**src/design/matrix_factorization_sgd_update_top_assert.svh**
```systemverilog
// Assertion macros for the SGD matrix factorization update block
`ifndef MATRIX_FACTORIZATION_SGD_UPDATE_TOP_ASSERT_SVH
`define MATRIX_FACTORIZATION_SGD_UPDATE_TOP_ASSERT_SVH

// check the consequent in the same cycle
`define MSGD_ASSERT_SAME(lbl, ante, cons) \
   lbl: assert property (@(posedge clock) disable iff (reset) (ante) |-> (cons)) \
      else $error("msgd assertion failed");

// check the consequent in the next cycle
`define MSGD_ASSERT_NEXT(lbl, ante, cons) \
   lbl: assert property (@(posedge clock) disable iff (reset) (ante) |=> (cons)) \
      else $error("msgd assertion failed");

`endif

```
**src/design/msgd_pkg.sv**
```systemverilog
// Shared types, codes and fixed-point helpers for the SGD update block
package msgd_pkg;

   localparam int ACC_W = 58;

   localparam logic [2:0] CMD_WRITE_USER = 3'd0;
   localparam logic [2:0] CMD_WRITE_ITEM = 3'd1;
   localparam logic [2:0] CMD_READ_USER  = 3'd2;
   localparam logic [2:0] CMD_READ_ITEM  = 3'd3;
   localparam logic [2:0] CMD_UPDATE     = 3'd4;

   localparam logic [1:0] CSR_LEARNING_RATE  = 2'd0;
   localparam logic [1:0] CSR_REGULARIZATION = 2'd1;
   localparam logic [1:0] CSR_RANK_IN_USE    = 2'd2;

   localparam logic [16:0] LEARNING_RATE_RESET  = 17'd655;
   localparam logic [16:0] REGULARIZATION_RESET = 17'd3277;
   localparam logic [5:0]  RANK_IN_USE_RESET    = 6'd16;

   typedef enum logic [2:0] {
      OP_NONE,
      OP_WRITE_U,
      OP_WRITE_I,
      OP_READ_U,
      OP_READ_I,
      OP_UPDATE
   } op_type;

   typedef enum logic [3:0] {
      ST_IDLE,
      ST_DECODE,
      ST_ACCESS,
      ST_RD_PASS,
      ST_RD_DRAIN,
      ST_ERROR,
      ST_WR_PASS,
      ST_WR_DRAIN,
      ST_DONE
   } state_type;

   typedef struct packed {
      logic capture;
      logic access;
      logic cnt_clear;
      logic issue;
      logic pass2;
      logic load_err;
      logic load_rsp;
   } ctrl_cmd_type;

   typedef struct packed {
      op_type op;
      logic   last_issue;
      logic   pipe_busy;
   } ctrl_status_type;

   typedef struct packed {
      logic        flag;
      logic [31:0] value;
   } sat_type;

   function automatic logic signed [49:0] rnd16(input logic signed [65:0] x);
      logic signed [65:0] t;
      t = x + 66'sd32768;
      return t[65:16];
   endfunction

   function automatic sat_type sat32(input logic signed [63:0] x);
      sat_type r;
      if (x > 64'sd2147483647) begin
         r.flag  = 1'b1;
         r.value = 32'h7FFF_FFFF;
      end else if (x < -64'sd2147483648) begin
         r.flag  = 1'b1;
         r.value = 32'h8000_0000;
      end else begin
         r.flag  = 1'b0;
         r.value = x[31:0];
      end
      return r;
   endfunction

endpackage

```
**src/design/msgd_ctrl.sv**
```systemverilog
// Controller state machine for the SGD update block
module msgd_ctrl (
   input  logic                      clock,
   input  logic                      reset,
   input  logic                      req_valid,
   output logic                      req_stall,
   output logic                      rsp_valid,
   input  logic                      rsp_stall,
   input  msgd_pkg::ctrl_status_type status,
   output msgd_pkg::ctrl_cmd_type    cmd
);
   import msgd_pkg::*;

   state_type state_ff, state_in;
   logic      rsp_valid_ff, rsp_valid_in;
   logic      slot_free;

   assign slot_free = !rsp_valid_ff || !rsp_stall;

   always_ff @(posedge clock) begin
      if (reset) begin
         state_ff     <= ST_IDLE;
         rsp_valid_ff <= 1'b0;
      end else begin
         state_ff     <= state_in;
         rsp_valid_ff <= rsp_valid_in;
      end
   end

   always_comb begin
      state_in = state_ff;
      cmd      = '0;
      case (state_ff)
         ST_IDLE: begin
            if (req_valid) begin
               cmd.capture   = 1'b1;
               cmd.cnt_clear = 1'b1;
               state_in      = ST_DECODE;
            end
         end
         ST_DECODE: begin
            case (status.op)
               OP_WRITE_U, OP_WRITE_I, OP_READ_U, OP_READ_I: state_in = ST_ACCESS;
               OP_UPDATE: state_in = ST_RD_PASS;
               default:   state_in = ST_DONE;
            endcase
         end
         ST_ACCESS: begin
            cmd.access = 1'b1;
            state_in   = ST_DONE;
         end
         ST_RD_PASS: begin
            cmd.issue = 1'b1;
            if (status.last_issue) begin
               state_in = ST_RD_DRAIN;
            end
         end
         ST_RD_DRAIN: begin
            if (!status.pipe_busy) begin
               state_in = ST_ERROR;
            end
         end
         ST_ERROR: begin
            cmd.load_err  = 1'b1;
            cmd.cnt_clear = 1'b1;
            state_in      = ST_WR_PASS;
         end
         ST_WR_PASS: begin
            cmd.issue = 1'b1;
            cmd.pass2 = 1'b1;
            if (status.last_issue) begin
               state_in = ST_WR_DRAIN;
            end
         end
         ST_WR_DRAIN: begin
            cmd.pass2 = 1'b1;
            if (!status.pipe_busy) begin
               state_in = ST_DONE;
            end
         end
         ST_DONE: begin
            if (slot_free) begin
               cmd.load_rsp = 1'b1;
               state_in     = ST_IDLE;
            end
         end
         default: state_in = ST_IDLE;
      endcase
   end

   assign rsp_valid_in = cmd.load_rsp || (rsp_valid_ff && rsp_stall);
   assign rsp_valid    = rsp_valid_ff;
   assign req_stall    = (state_ff != ST_IDLE);

endmodule

```
**config.mk**
```make
export PLATFORM = sky130hd
export DESIGN_NAME = msgd_ctrl
export DESIGN_NICKNAME = d
export VERILOG_FILES = /design/src/design/matrix_factorization_sgd_update_top_assert.svh /design/src/design/msgd_pkg.sv /design/src/design/msgd_ctrl.sv
export SDC_FILE = /design/constraint.sdc
export NUM_CORES = 1
export LEC_CHECK = 0
export ABC_AREA = 1
export BUFFER_PORTS_ARGS = -buffer_cell sky130_fd_sc_hd__buf_2
export CORE_AREA = 8 8 45 47
export DETAILED_ROUTE_END_ITERATION = 8
export DIE_AREA = 0 0 53 55
export PLACE_DENSITY = 0.67
export REMOVE_ABC_BUFFERS = 1
export SYNTH_ARGS = -nofsm -noshare
export SYNTH_HDL_FRONTEND = slang
export SYNTH_SLANG_ARGS = --single-unit
```
**constraint.sdc**
```tcl
create_clock -name clock -period 1.3 [get_ports clock]
set_clock_uncertainty 0.05 [all_clocks]
set_input_delay 0.13 -clock clock [delete_from_list [all_inputs] [get_ports clock]]
set_output_delay 0.13 -clock clock [all_outputs]
set_load 0.01 [all_outputs]
```
# == Word-level counts from Yosys, hierarchy flattened ==
# Index checks and enable logic that the tools add are counted.
# totals
inputBits,9
reg_bits,5
word_cells,49
# classes
eq_ne,19
n_reduce_logical,11
n_mux,17
# op_table
cell,n
one-hot mux 4 bit (9 select lines),1
two-way mux 4 bit,6
"== test 4 x 3 -> 1 bit, second input constant",4
"inequality test 2 bit, second input constant",6
"== test 4 x 2 -> 1 bit, second input constant",2
two-way mux 1 bit,8
one-hot mux 4 bit (2 select lines),1
"== test 3 x 2 -> 1 bit, second input constant",2
"== test 3 bit, second input constant",2
AND reduction 6 bit,1
"== test 4 x 1 -> 1 bit, second input constant",1
"== test 4 bit, second input constant",1
zero test 4 bit,1
nonzero test 4 bit,1
OR reduction 2 bit,2
OR reduction 4 bit,1
"== test 3 x 1 -> 1 bit, second input constant",1
zero test 1 bit,2
logical OR 1 bit,2
one-hot mux 1 bit (2 select lines),1
logical AND 1 bit,1

# == Depth between registers and ports, before layout ==
# Gate-level depths: netlist of run 1.
# logic_depth
depth_word,5
mapped_depth,9
ltp_nobuf,9

# == Worst setup path after synthesis of run 1 ==
# No wires, ideal clock.
# synth_timing
path_kind,reg2reg
startpoint,register state_ff[2]
endpoint,register state_ff[0]
synth_period_minus_slack_ns,1.218
path_buffers,0
path_stages_with_launch,10
setup_slack_ns,0.082
arrival_ns,1.055
path_cell_list,dfxtp_1 -> inv_2 -> nor2_4 -> inv_2 -> o21ai_4 -> nand2_4 -> nand2_4 -> nand2_1 -> nand2_1 -> nor2_1
# synth_between
elab_chain_len,3
elab_cells_between_ends,17
# synth_lines
element,line_no,rtl
start: declaration,msgd_ctrl.sv:14,"state_type state_ff, state_in;"
start signal: assignment,msgd_ctrl.sv:25,state_ff <= state_in;
== test 4 bit (tied with other cells),msgd_ctrl.sv:33,case (state_ff)
inequality test 2 bit (no line),--,
AND reduction 6 bit (no line),--,
# Parallel ways exist; a longest one is shown, timed or not.
# A chain may end at the register's enable or synchronous reset.

==> results of run 1 <==
area by class of cell:
type	count	area, um^2
Fill cell	138	718.2
Inverter	15	60.06
Clock buffer	4	26.28
Tap cell	16	20.02
Sequential cell	5	110.1
Multi-Input combinational cell	56	331.6
Timing Repair Buffer	20	117.6
cell families (layout without fill, tap and decap cells):
logic type	Yosys count	count (layout)
AND/OR/NAND/NOR	48	48
buffers and inverters	15	39
AO/OA/AOI/OAI	8	8
flip-flops	5	5
per-stage QoR:
| stage | TNS (ns) | area [um^2] |
|---|---|---|
| floorplan | 0 | 441.7 |
| global placement | 0 | 546.8 |
| detailed placement | 0 | 546.8 |
| CTS | -0.02848 | 601.8 |
| global route | -0.3908 | 665.6 |
| finish | -0.006857 | 665.6 |
sequential cells by signal, summed over array words and instances (netlist names):
signal and count:
rsp_valid 1, state_ff 4
critical path, stage by stage, from the launching register on:
cell and delay, ns:
sky130_fd_sc_hd__dfxtp_2 0.34, sky130_fd_sc_hd__nor2_4 0.18, sky130_fd_sc_hd__nand2_2 0.11, sky130_fd_sc_hd__o22ai_1 0.11, sky130_fd_sc_hd__buf_2 0.15
metal layers:
metal | share of wire (%) | up-vias | GRT usage, %
met5 | 0 | - | 0
met3 | 6.7 | 6 | 2.406
met2 | 51 | 15 | 16.41
met4 | 3.6 | 0 | 5.172
li1 | - | 285 | -
met1 | 38 | 230 | 8.649
what timing repair did:
action                     in CTS  in global routing
hold endpoints to repair        0                  0
setup buffers                   1                  2
pin swaps                       2                  6
gates cloned                    0                  0
gates resized for setup         8                 17
setup endpoints to repair       6                 10
power breakdown:
group | leakage, nW | switching (mW) | internal, mW
logic | 0.301 | 0.511 | 0.338
clock network | 0.0150 | 0.0556 | 0.116
registers | 0.0432 | 0.0666 | 0.214
worst paths after layout:
| kind | to | slack, ns | depth (start not counted) |
|---|---|---|---|
| worst min register to register | rsp_valid$_SDFF_PP0_ | 0.44 | 2 |
| worst max register to register | state_ff[1]$_SDFFE_PP0P_ | 0.02 | 8 |
| worst min-delay path | rsp_valid$_SDFF_PP0_ | 0.02 | 2 |
| worst max-delay path | cmd[4] | -0.004 | 4 |
synth_stat cells:
library cell,count
sky130_fd_sc_hd__nor2_4,2
sky130_fd_sc_hd__nand2_2,1
sky130_fd_sc_hd__nand2_4,2
sky130_fd_sc_hd__nand3b_1,1
sky130_fd_sc_hd__o21ai_4,1
sky130_fd_sc_hd__nand3_1,5
sky130_fd_sc_hd__dfxtp_1,5
sky130_fd_sc_hd__o211ai_1,1
sky130_fd_sc_hd__nor2_1,15
sky130_fd_sc_hd__a21oi_1,4
sky130_fd_sc_hd__o22ai_1,2
sky130_fd_sc_hd__nand2_1,20
sky130_fd_sc_hd__clkinv_2,1
sky130_fd_sc_hd__nor2_2,2
sky130_fd_sc_hd__inv_1,12
sky130_fd_sc_hd__inv_2,2
==> results.md, run 1 <==
* Status: complete, but fails checks
* Violations in the final reports: negative setup slack
* Routed wire length at ~1300 um
* Clock insertion delay at the later pin of the skew report at 0.23 ns
* Share of the cycle needed by the critical path after routing at 100.3%
* Initial core utilization at 31.92%
* Cell Count, Final, Fillers Out at approximately 120
* Avg Inst Size Synth at 5.812 um^2
* RR Startpoint: state_ff[0]$_SDFFE_PP0P_
* Combinational family with the most area after synthesis: simple AND/OR/NAND/NOR gates
* Critical Setup Path Class: flip-flop to output port
* Largest buffer count on any clock path at 2
* Num Clock Sinks at 5
* Hold Worst Slack at 0.01679 ns
* Inserted Diodes at 0
* Total half-perimeter wirelength after legalization and detailed placement at 909.6 um
* Number of DRC markers in iteration 0 at 4
* Congestion Overflow GR at 0
* Initial antenna violation count at 0
* Largest cells by area after synthesis: sky130_fd_sc_hd__dfxtp_1 (23%), sky130_fd_sc_hd__nand2_1 (17%), sky130_fd_sc_hd__nor2_1 (13%), sky130_fd_sc_hd__inv_1 (10%), sky130_fd_sc_hd__nand3_1 (5.7%)
* Commonest cells after routing, fill and taps aside: sky130_fd_sc_hd__nand2_1 (16), sky130_fd_sc_hd__buf_2 (16), sky130_fd_sc_hd__inv_1 (10), sky130_fd_sc_hd__nor2_1 (10)
* Drt drc at 0
* Area growth syn-to-layout at 50.71%
* Crit path from: state_ff[0]$_SDFFE_PP0P_
* Clock-pin slew on the worst setup and hold paths at 0.04 ns
* Total Nets Final at 110
* Number of synthesized register bits at 5
* Global-route wire length before repair at 1945 um
* Die extent in x at 53 um
* Share of the synthesized area in the top cell type at 22.66%
* Hold path start: reset
* Vias at ~540
* Data required time at the worst endpoint at around 1.1 ns
* Final min period at roughly 1.3 ns
* Class of the worst hold path: primary input to flip-flop
* Max Fclk at 0.7671 GHz
* H-tree Lvls at 1
* Fraction of final layout cells sized beyond drive strength 1 at 51.00%
* Core area at approximately 0.0014 mm^2
* Arrival time of the worst setup path at 1.12 ns
* Post-Place Setup Slack at between 0.03 and 0.04 ns
* Sequential fraction of the synthesis area at a little under a quarter
* Vias in the first global route at 500
* P_leak at 0.3592 nW
* Syn Inst Count at 76
* Crit-path max FO at 6
* All-Layer GR Usage at 8.848%
* Post-Synth Simple-Gate Area at 51.56%
* Setup repair after global routing missed its margin: yes
* Total iterations of the first detailed-routing run at 4
* Library cell occupying the most area in the post-synthesis netlist: sky130_fd_sc_hd__dfxtp_1
* Startpoint type of the worst setup path: flip-flop
* Root buffer cell: sky130_fd_sc_hd__clkbuf_4
* Worst supply voltage drop on vdd at 0.7728 mV
* Number of setup violations in the final report at 2
* Power density normalized to cell area at 1954 mW/mm^2
* Avg Vias per Cell at roughly 4.6
* Capturing element type of the critical path: output port
* Die height at roughly 55 um
* Share of cell area taken by muxes after synthesis at 0%
* Synthesized-area fraction occupied by ao, oa, aoi and oai cells at 12.75%
* Average wire per cell in the routed design at 11.03 um
* Antenna-violating nets left at 0
* Post-synthesis instance area at 441.7 um^2
* Final core utilization at 48.10%
* Least-Margin Pin Slew at roughly 0.29 ns
* CTS tree: yes
* Maximum number of pins on one net before global-route repair at 7
* Total of hold buffers inserted after clock tree synthesis at 0
* RD Place Congestion at 0.8171
* Number of pins with negative max-slew slack in the final report at 0
* Number of input and output port buffers inserted at 17
* Final-report hold violation count at 0
* Count of yosys warnings during synthesis at 0
* Smallest setup slack after layout at -0.003658 ns
* Maxcap violations at 0
* Area share of xor/xnor cells in the synthesized design at 0%
* TritonCTS buffer count at 3
* Number of distinct library cells after synthesis at 16
* Max-slew headroom at the worst pin at 80.35%
* Overall Power at 1.300 mW
* Total placed cells including tap cells at about 110
* Io pins at 18
* Die Footprint at 0.002915 mm^2
* Std cell rows at 14
* Share of synthesized cell area in full adder, half adder and majority cells at 0%
Note: power is estimated with default switching activity, not from simulation.
==> inputs of run 2 (changes only) <==
Settings changed: ABC_AREA 1 to not set, PLACE_DENSITY 0.67 to 0.65.
==> results.md, run 2 <==
* Worst supply voltage drop on vdd at 0.4088 mV (was 0.7728 mV)
* Number of synthesized register bits at 5 (unchanged)
* Number of pins with negative max-slew slack in the final report at 0 (unchanged)
* Critical Setup Path Class: flip-flop to output port (unchanged)
* Power density normalized to cell area at 941.2 mW/mm^2 (was 1954 mW/mm^2)
* Share of the synthesized area in the top cell type at 23.67% (was 22.66%)
* Avg Vias per Cell at 5.081 (was 4.621)
* TritonCTS buffer count at 3 (unchanged)
* Root buffer cell: sky130_fd_sc_hd__clkbuf_4 (unchanged)
* Count of flip-flops with a built-in enable after synthesis at 0 (unchanged)
* Arrival time of the worst setup path at 1.17 ns (was 1.12 ns)
* Number of DRC markers in iteration 0 at 5 (was 4)
* Core area at 0.001384 mm^2 (unchanged)
* Inserted Diodes at 0 (unchanged)
* Antenna-violating nets left at 0 (unchanged)
* Class of the worst hold path: primary input to flip-flop (unchanged)
* Total Nets Final at 93 (was 110)
* Max FFs per register at 4 (unchanged)
* Largest buffer count on any clock path at 2 (unchanged)
* Share of synthesized cell area in full adder, half adder and majority cells at 0% (unchanged)
* Congestion Overflow GR at 0 (unchanged)
* Sequential fraction of the synthesis area at 23.67% (was 22.66%)
* Drt drc at 0 (unchanged)
* Share of cell area taken by muxes after synthesis at 2.367% (was 0%)
* Final-report hold violation count at 0 (unchanged)
* Setup repair after global routing missed its margin: yes (unchanged)
* Die height at 55 um (unchanged)
* Global-route wire length before repair at 2159 um (was 1945 um)
* Combinational family with the most area after synthesis: simple AND/OR/NAND/NOR gates (unchanged)
* Startpoint type of the worst setup path: flip-flop (unchanged)
* Library cell occupying the most area in the post-synthesis netlist: sky130_fd_sc_hd__dfxtp_1 (unchanged)
* Synthesized-area fraction occupied by ao, oa, aoi and oai cells at 28.40% (was 12.75%)
* Commonest cells in the synthesized netlist: sky130_fd_sc_hd__nand2_1 (6), sky130_fd_sc_hd__dfxtp_1 (5), sky130_fd_sc_hd__nor2_1 (5) (was sky130_fd_sc_hd__nand2_1 (20), sky130_fd_sc_hd__nor2_1 (15), sky130_fd_sc_hd__inv_1 (12), sky130_fd_sc_hd__dfxtp_1 (5), sky130_fd_sc_hd__nand3_1 (5))
* Die extent in x at 53 um (unchanged)
* Final core utilization at 53.07% (was 48.10%)
* All-Layer GR Usage at 9.399% (was 8.848%)
* CTS tree: yes (unchanged)
* Most common library cell in the layout ignoring fill and taps: sky130_fd_sc_hd__buf_2
* Avg Inst Size Synth at 7.979 um^2 (was 5.812 um^2)
* Routed wire length at 1258 um (was 1280 um)
* Cell with the most instances after synthesis: sky130_fd_sc_hd__nand2_1 (unchanged)
* Vias in the first global route at 535 (was 500)
* Count of yosys warnings during synthesis at 0 (unchanged)
* Commonest cells after routing, fill and taps aside: sky130_fd_sc_hd__buf_2 (16), sky130_fd_sc_hd__buf_4 (8), sky130_fd_sc_hd__nand2_1 (6), sky130_fd_sc_hd__buf_6 (5) (was sky130_fd_sc_hd__nand2_1 (16), sky130_fd_sc_hd__buf_2 (16), sky130_fd_sc_hd__inv_1 (10), sky130_fd_sc_hd__nor2_1 (10))
* Io pins at 18 (unchanged)
* H-tree Lvls at 1 (unchanged)
* Post-Synth Simple-Gate Area at 32.84% (was 51.56%)
* Num Clock Sinks at 5 (unchanged)
* Max-slew headroom at the worst pin at 84.19% (was 80.35%)
* Syn Inst Count at 53 (was 76)
* Placed cell area at 554.3 um^2 (was 546.8 um^2)
* Least-Margin Pin Slew at 0.2372 ns (was 0.2934 ns)
* Register ranked first by flip-flop count: state_ff (unchanged)
* Number of setup violations in the final report at 3 (was 2)
* Clock insertion delay at the later pin of the skew report at 0.24 ns (was 0.23 ns)
* Violations in the final reports: negative setup slack (unchanged)
* Number of input and output port buffers inserted at 17 (unchanged)
* P_leak at 0.3201 nW (was 0.3592 nW)
* Die Footprint at 0.002915 mm^2 (unchanged)
* Smallest setup slack after layout at -0.04685 ns (was -0.003658 ns)
* Maxcap violations at 0 (unchanged)
* Largest cells by area after synthesis: sky130_fd_sc_hd__dfxtp_1 (24%), sky130_fd_sc_hd__buf_6 (8.0%), sky130_fd_sc_hd__nand2_1 (5.3%), sky130_fd_sc_hd__nor2_1 (4.4%), sky130_fd_sc_hd__and2b_2 (4.1%) (was sky130_fd_sc_hd__dfxtp_1 (23%), sky130_fd_sc_hd__nand2_1 (17%), sky130_fd_sc_hd__nor2_1 (13%), sky130_fd_sc_hd__inv_1 (10%), sky130_fd_sc_hd__nand3_1 (5.7%))
* Primary FF master, synth: sky130_fd_sc_hd__dfxtp_1 (unchanged)
* Share of the cycle needed by the critical path after routing at 103.6% (was 100.3%)
* Area share of xor/xnor cells in the synthesized design at 2.071% (was 0%)
* Initial antenna violation count at 0 (unchanged)
* Capturing element type of the critical path: output port (unchanged)
* Area growth syn-to-layout at 73.67% (was 50.71%)
* Status: complete, but fails checks (unchanged)
* Clock-pin slew on the worst setup and hold paths at 0.04 ns (about the same)
* Initial core utilization at 30.56% (was 31.92%)
* Layout Cell Area excl Fill at 734.5 um^2 (was 665.6 um^2)
* Maximum number of pins on one net before global-route repair at 9 (was 7)
* Vias at 503 (was 536)
* Crit-path max FO at 3 (was 6)
* Post-synthesis instance area at 422.9 um^2 (was 441.7 um^2)
* Number of distinct library cells after synthesis at 29 (was 16)
* Total iterations of the first detailed-routing run at 4 (unchanged)
* Fraction of final layout cells sized beyond drive strength 1 at 71.08% (was 51.00%)
* RD Place Congestion at 0.8573 (was 0.8171)
* Max Fclk at 0.7425 GHz (was 0.7671 GHz)
* Average wire per cell in the routed design at 12.71 um (was 11.03 um)
* Async set or reset register ratio after synthesis at 0% (unchanged)
* Data required time at the worst endpoint at 1.12 ns (about the same)
* Final min period at 1.347 ns (was 1.304 ns)
* Overall Power at 0.6912 mW (was 1.300 mW)
* Total half-perimeter wirelength after legalization and detailed placement at 952.1 um (was 909.6 um)
* Std cell rows at 14 (unchanged)
[run 2: per-stage QoR]
| step | setup TNS, ns | setup WS [ns] | hold WS [ns] | cells |
|---|---|---|---|---|
| global route | -0.4971 | -0.09247 | 0.1147 | 99 |
| CTS | -0.1074 | -0.05599 | 0.08030 | 99 |
| finish | -0.1103 | -0.04685 | 0.1115 | 99 |
| floorplan | -0.1152 | -0.06544 | 0.1491 | 50 |
| detailed placement | -0.1761 | -0.08157 | 0.3154 | 91 |
| global placement | -0.09881 | -0.06000 | 0.3123 | 91 |
[run 2: timing repair]
action,CTS,global route
endpoints found under the setup margin,8,11
resized for setup,24,9
buffers inserted,4,0
pin swaps,2,3
hold buffers,0,0
[run 2: cell type report]
| class | instances | area [um^2] |
|---|---|---|
| Timing Repair Buffer | 29 | 196.4 |
| Inverter | 3 | 13.76 |
| Fill cell | 132 | 649.4 |
| Sequential cell | 5 | 112.6 |
| Tap cell | 16 | 20.02 |
| Clock buffer | 4 | 26.28 |
| Multi-Input combinational cell | 42 | 365.4 |
[run 2: report_power, final]
group	internal (mW)	leakage, nW	switching [mW]
registers	0.169	0.0433	0.0203
logic	0.176	0.262	0.150
clock network	0.116	0.0150	0.0606
total	0.460	0.320	0.231
[run 2: worst paths after layout]
kind | slack [ns] | startpoint | to | depth (start not counted)
setup / recovery | -0.05 | state_ff[1]$_SDFFE_PP0P_ | cmd[4] | 4
hold / removal | 0.11 | reset | rsp_valid$_SDFF_PP0_ | 2
setup reg to reg | -0.05 | state_ff[1]$_SDFFE_PP0P_ | state_ff[1]$_SDFFE_PP0P_ | 5
hold reg to reg | 0.49 | rsp_valid$_SDFF_PP0_ | rsp_valid$_SDFF_PP0_ | 2
[run 2: cell families after synthesis]
family | Yosys count
simple gates | 25
buf+inv | 6
mux | 1
flops | 5
compound gates | 15
xor+xnor | 1
[run 2: worst max-delay path: stages, from the launching register on]
cell and delay (ns):
sky130_fd_sc_hd__dfxtp_4 0.35, sky130_fd_sc_hd__nor2_2 0.05, sky130_fd_sc_hd__and3_4 0.17, sky130_fd_sc_hd__or2_4 0.24, sky130_fd_sc_hd__buf_6 0.12
[run 2: routing by layer]
layer | GRT usage (%) | part of all wire, %
met4 | 3.017 | 0
met1 | 8.511 | 35
met5 | 0 | 0
met3 | 1.070 | 5.6
met2 | 20.51 | 59
==> inputs of run 3 (changes only) <==
Settings changed: RECOVER_POWER set to 25.
==> results.md, run 3 (synthesized netlist as in run 2, its figures left out) <==
* Antenna-violating nets left at 0 (unchanged)
* Initial core utilization at 30.56% (unchanged)
* Core area at 0.001384 mm^2 (unchanged)
* Number of pins with negative max-slew slack in the final report at 0 (unchanged)
* Fraction of final layout cells sized beyond drive strength 1 at 69.88% (was 71.08%)
* Most common library cell in the layout ignoring fill and taps: sky130_fd_sc_hd__buf_2 (unchanged)
* Global-route wire length before repair at 2159 um (unchanged)
* Least-Margin Pin Slew at 0.2372 ns (unchanged)
* Cell depth of the worst min-delay path at 2 (unchanged)
* Smallest setup slack after layout at -0.04685 ns (about the same)
* Vias at 503 (unchanged)
* P_leak at 0.3157 nW (was 0.3201 nW)
* Initial antenna violation count at 0 (unchanged)
* Data required time at the worst endpoint at 1.12 ns (about the same)
* Met3 routing resource usage after global routing at 1.070% (unchanged)
* Share of the cycle needed by the critical path after routing at 103.6% (about the same)
* Clock insertion delay at the later pin of the skew report at 0.24 ns (about the same)
* Die height at 55 um (unchanged)
* Drt drc at 0 (unchanged)
* Cell Count, Final, Fillers Out at 99 (unchanged)
* H-tree Lvls at 1 (unchanged)
* Total half-perimeter wirelength after legalization and detailed placement at 952.1 um (unchanged)
* Met2 demand-to-capacity share in global routing at 20.51% (unchanged)
* Final min period at 1.347 ns (about the same)
* Hold path start: reset (unchanged)
* Average wire per cell in the routed design at 12.70 um (was 12.71 um)
* Congestion Overflow GR at 0 (unchanged)
* Summed negative setup slack over all endpoints at -0.1102 ns (was -0.1103 ns)
* Worst supply voltage drop on vdd at 0.4088 mV (about the same)
* Die Footprint at 0.002915 mm^2 (unchanged)
* Maximum number of pins on one net before global-route repair at 9 (unchanged)
* TritonCTS buffer count at 3 (unchanged)
* Most Used Layer, Global Route: met2 (unchanged)
* Setup repair after global routing missed its margin: yes (unchanged)
* Layout Cell Area excl Fill at 733.2 um^2 (was 734.5 um^2)
* Class of the worst hold path: primary input to flip-flop (unchanged)
* All-Layer GR Usage at 9.399% (unchanged)
* Placed cell area at 554.3 um^2 (unchanged)
* Crit-path max FO at 3 (unchanged)
* Number of setup violations in the final report at 3 (unchanged)
* CTS tree: yes (unchanged)
* Area growth syn-to-layout at 73.37% (was 73.67%)
* Total of hold buffers inserted after clock tree synthesis at 0 (unchanged)
* Cell depth of the worst flop-to-flop path at 5 (unchanged)
* RD Place Congestion at 0.8573 (unchanged)
* Register ranked first by flip-flop count: state_ff (unchanged)
* Violations in the final reports: negative setup slack (unchanged)
* Final-report hold violation count at 0 (unchanged)
* Number of input and output port buffers inserted at 17 (unchanged)
* Vias in the first global route at 535 (unchanged)
* Number of DRC markers in iteration 0 at 5 (unchanged)
* Max FFs per register at 4 (unchanged)
* Largest buffer count on any clock path at 2 (unchanged)
* Hold path endpoint: rsp_valid$_SDFF_PP0_ (unchanged)
* Routed wire length at 1257 um (was 1258 um)
* Num Clock Sinks at 5 (unchanged)
* Avg Vias per Cell at 5.081 (unchanged)
* Max-slew headroom at the worst pin at 84.19% (unchanged)
* Max Fclk at 0.7425 GHz (unchanged)
* Die extent in x at 53 um (unchanged)
* Total iterations of the first detailed-routing run at 4 (unchanged)
* Io pins at 18 (unchanged)
* Maxcap violations at 0 (unchanged)
* Clock-pin slew on the worst setup and hold paths at 0.04 ns (about the same)
* Root buffer cell: sky130_fd_sc_hd__clkbuf_4 (unchanged)
* Status: complete, but fails checks (unchanged)
* Worst-case register-to-register setup slack at -0.05 ns (about the same)
* RR Startpoint: state_ff[1]$_SDFFE_PP0P_ (unchanged)
* Std cell rows at 14 (unchanged)
* Total placed cells including tap cells at 91 (unchanged)
* Arrival time of the worst setup path at 1.17 ns (about the same)
* Total Nets Final at 93 (unchanged)
* Power density normalized to cell area at 942.3 mW/mm^2 (was 941.2 mW/mm^2)
* Hold Worst Slack at 0.1114 ns (was 0.1115 ns)
* Capturing element type of the critical path: output port (unchanged)
* Inserted Diodes at 0 (unchanged)
* Critical Setup Path Class: flip-flop to output port (unchanged)
* Startpoint type of the worst setup path: flip-flop (unchanged)
* Fraction of met1 tracks used by global routing at 8.511% (unchanged)
* Commonest cells after routing, fill and taps aside: sky130_fd_sc_hd__buf_2 (15), sky130_fd_sc_hd__buf_4 (8), sky130_fd_sc_hd__nand2_1 (6), sky130_fd_sc_hd__buf_6 (5) (was sky130_fd_sc_hd__buf_2 (16), sky130_fd_sc_hd__buf_4 (8), sky130_fd_sc_hd__nand2_1 (6), sky130_fd_sc_hd__buf_6 (5))
* Overall Power at 0.6909 mW (was 0.6912 mW)
* Terminus of the critical flop-to-flop path: state_ff[1]$_SDFFE_PP0P_ (unchanged)
-- run 3: changes by cell type in the layout (fill, tap and decap cells not counted), sizes merged --
cell    delta
buf        -1
clkbuf     +1
-- run 3: critical path, stage by stage (launching register included) --
cell                      delay [ns]
sky130_fd_sc_hd__dfxtp_4        0.35
sky130_fd_sc_hd__nor2_2         0.05
sky130_fd_sc_hd__and3_4         0.17
sky130_fd_sc_hd__or2_4          0.24
sky130_fd_sc_hd__buf_6          0.12
-- run 3: worst max-delay path by stage --
stage / startpoint / to / slack, ns
floorplan: state_ff[2]$_SDFFE_PP0P_ / state_ff[1]$_SDFFE_PP0P_ / -0.07
global placement: state_ff[2]$_SDFFE_PP0P_ / state_ff[2]$_SDFFE_PP0P_ / -0.06
detailed placement: state_ff[2]$_SDFFE_PP0P_ / state_ff[2]$_SDFFE_PP0P_ / -0.08
CTS: state_ff[1]$_SDFFE_PP0P_ / cmd[4] / -0.06
global route: state_ff[1]$_SDFFE_PP0P_ / state_ff[1]$_SDFFE_PP0P_ / -0.09
finish: state_ff[1]$_SDFFE_PP0P_ / cmd[4] / -0.05
-- run 3: stage by stage --
step                      setup WS [ns]  utilization, %
after floorplan                -0.06544               -
after global placement         -0.06000           40.05
after detailed placement       -0.08157           40.05
after CTS                      -0.05599           50.27
after global routing           -0.09247           52.98
final                          -0.04685           52.98
-- run 3: final cells by class --
cell class                      instances  area (um^2)
Fill cell                             133        650.6
Multi-Input combinational cell         42        365.4
Timing Repair Buffer                   29        195.2
Sequential cell                         5        112.6
Clock buffer                            4        26.28
Tap cell                               16        20.02
Inverter                                3        13.76
-- run 3: layer usage --
metal	wire length (um)	up-vias
met2	745	12
li1	-	254
met4	0	0
met3	71	0
met1	440	237
met5	0	-
-- run 3: where the power goes --
| part | switching [mW] | total, mW | internal, mW |
|---|---|---|---|
| logic | 0.150 | 0.325 | 0.175 |
| registers | 0.0203 | 0.189 | 0.169 |
| clock network | 0.0606 | 0.176 | 0.116 |
| total | 0.231 | 0.691 | 0.460 |
-- run 3: what timing repair did --
| action | 4_1_cts | 5_1_grt |
|---|---|---|
| hold endpoints to repair | 0 | 0 |
| setup buffers | 4 | 0 |
| pin swaps | 2 | 3 |
| gates resized for setup | 24 | 9 |
| endpoints found under the setup margin | 8 | 11 |
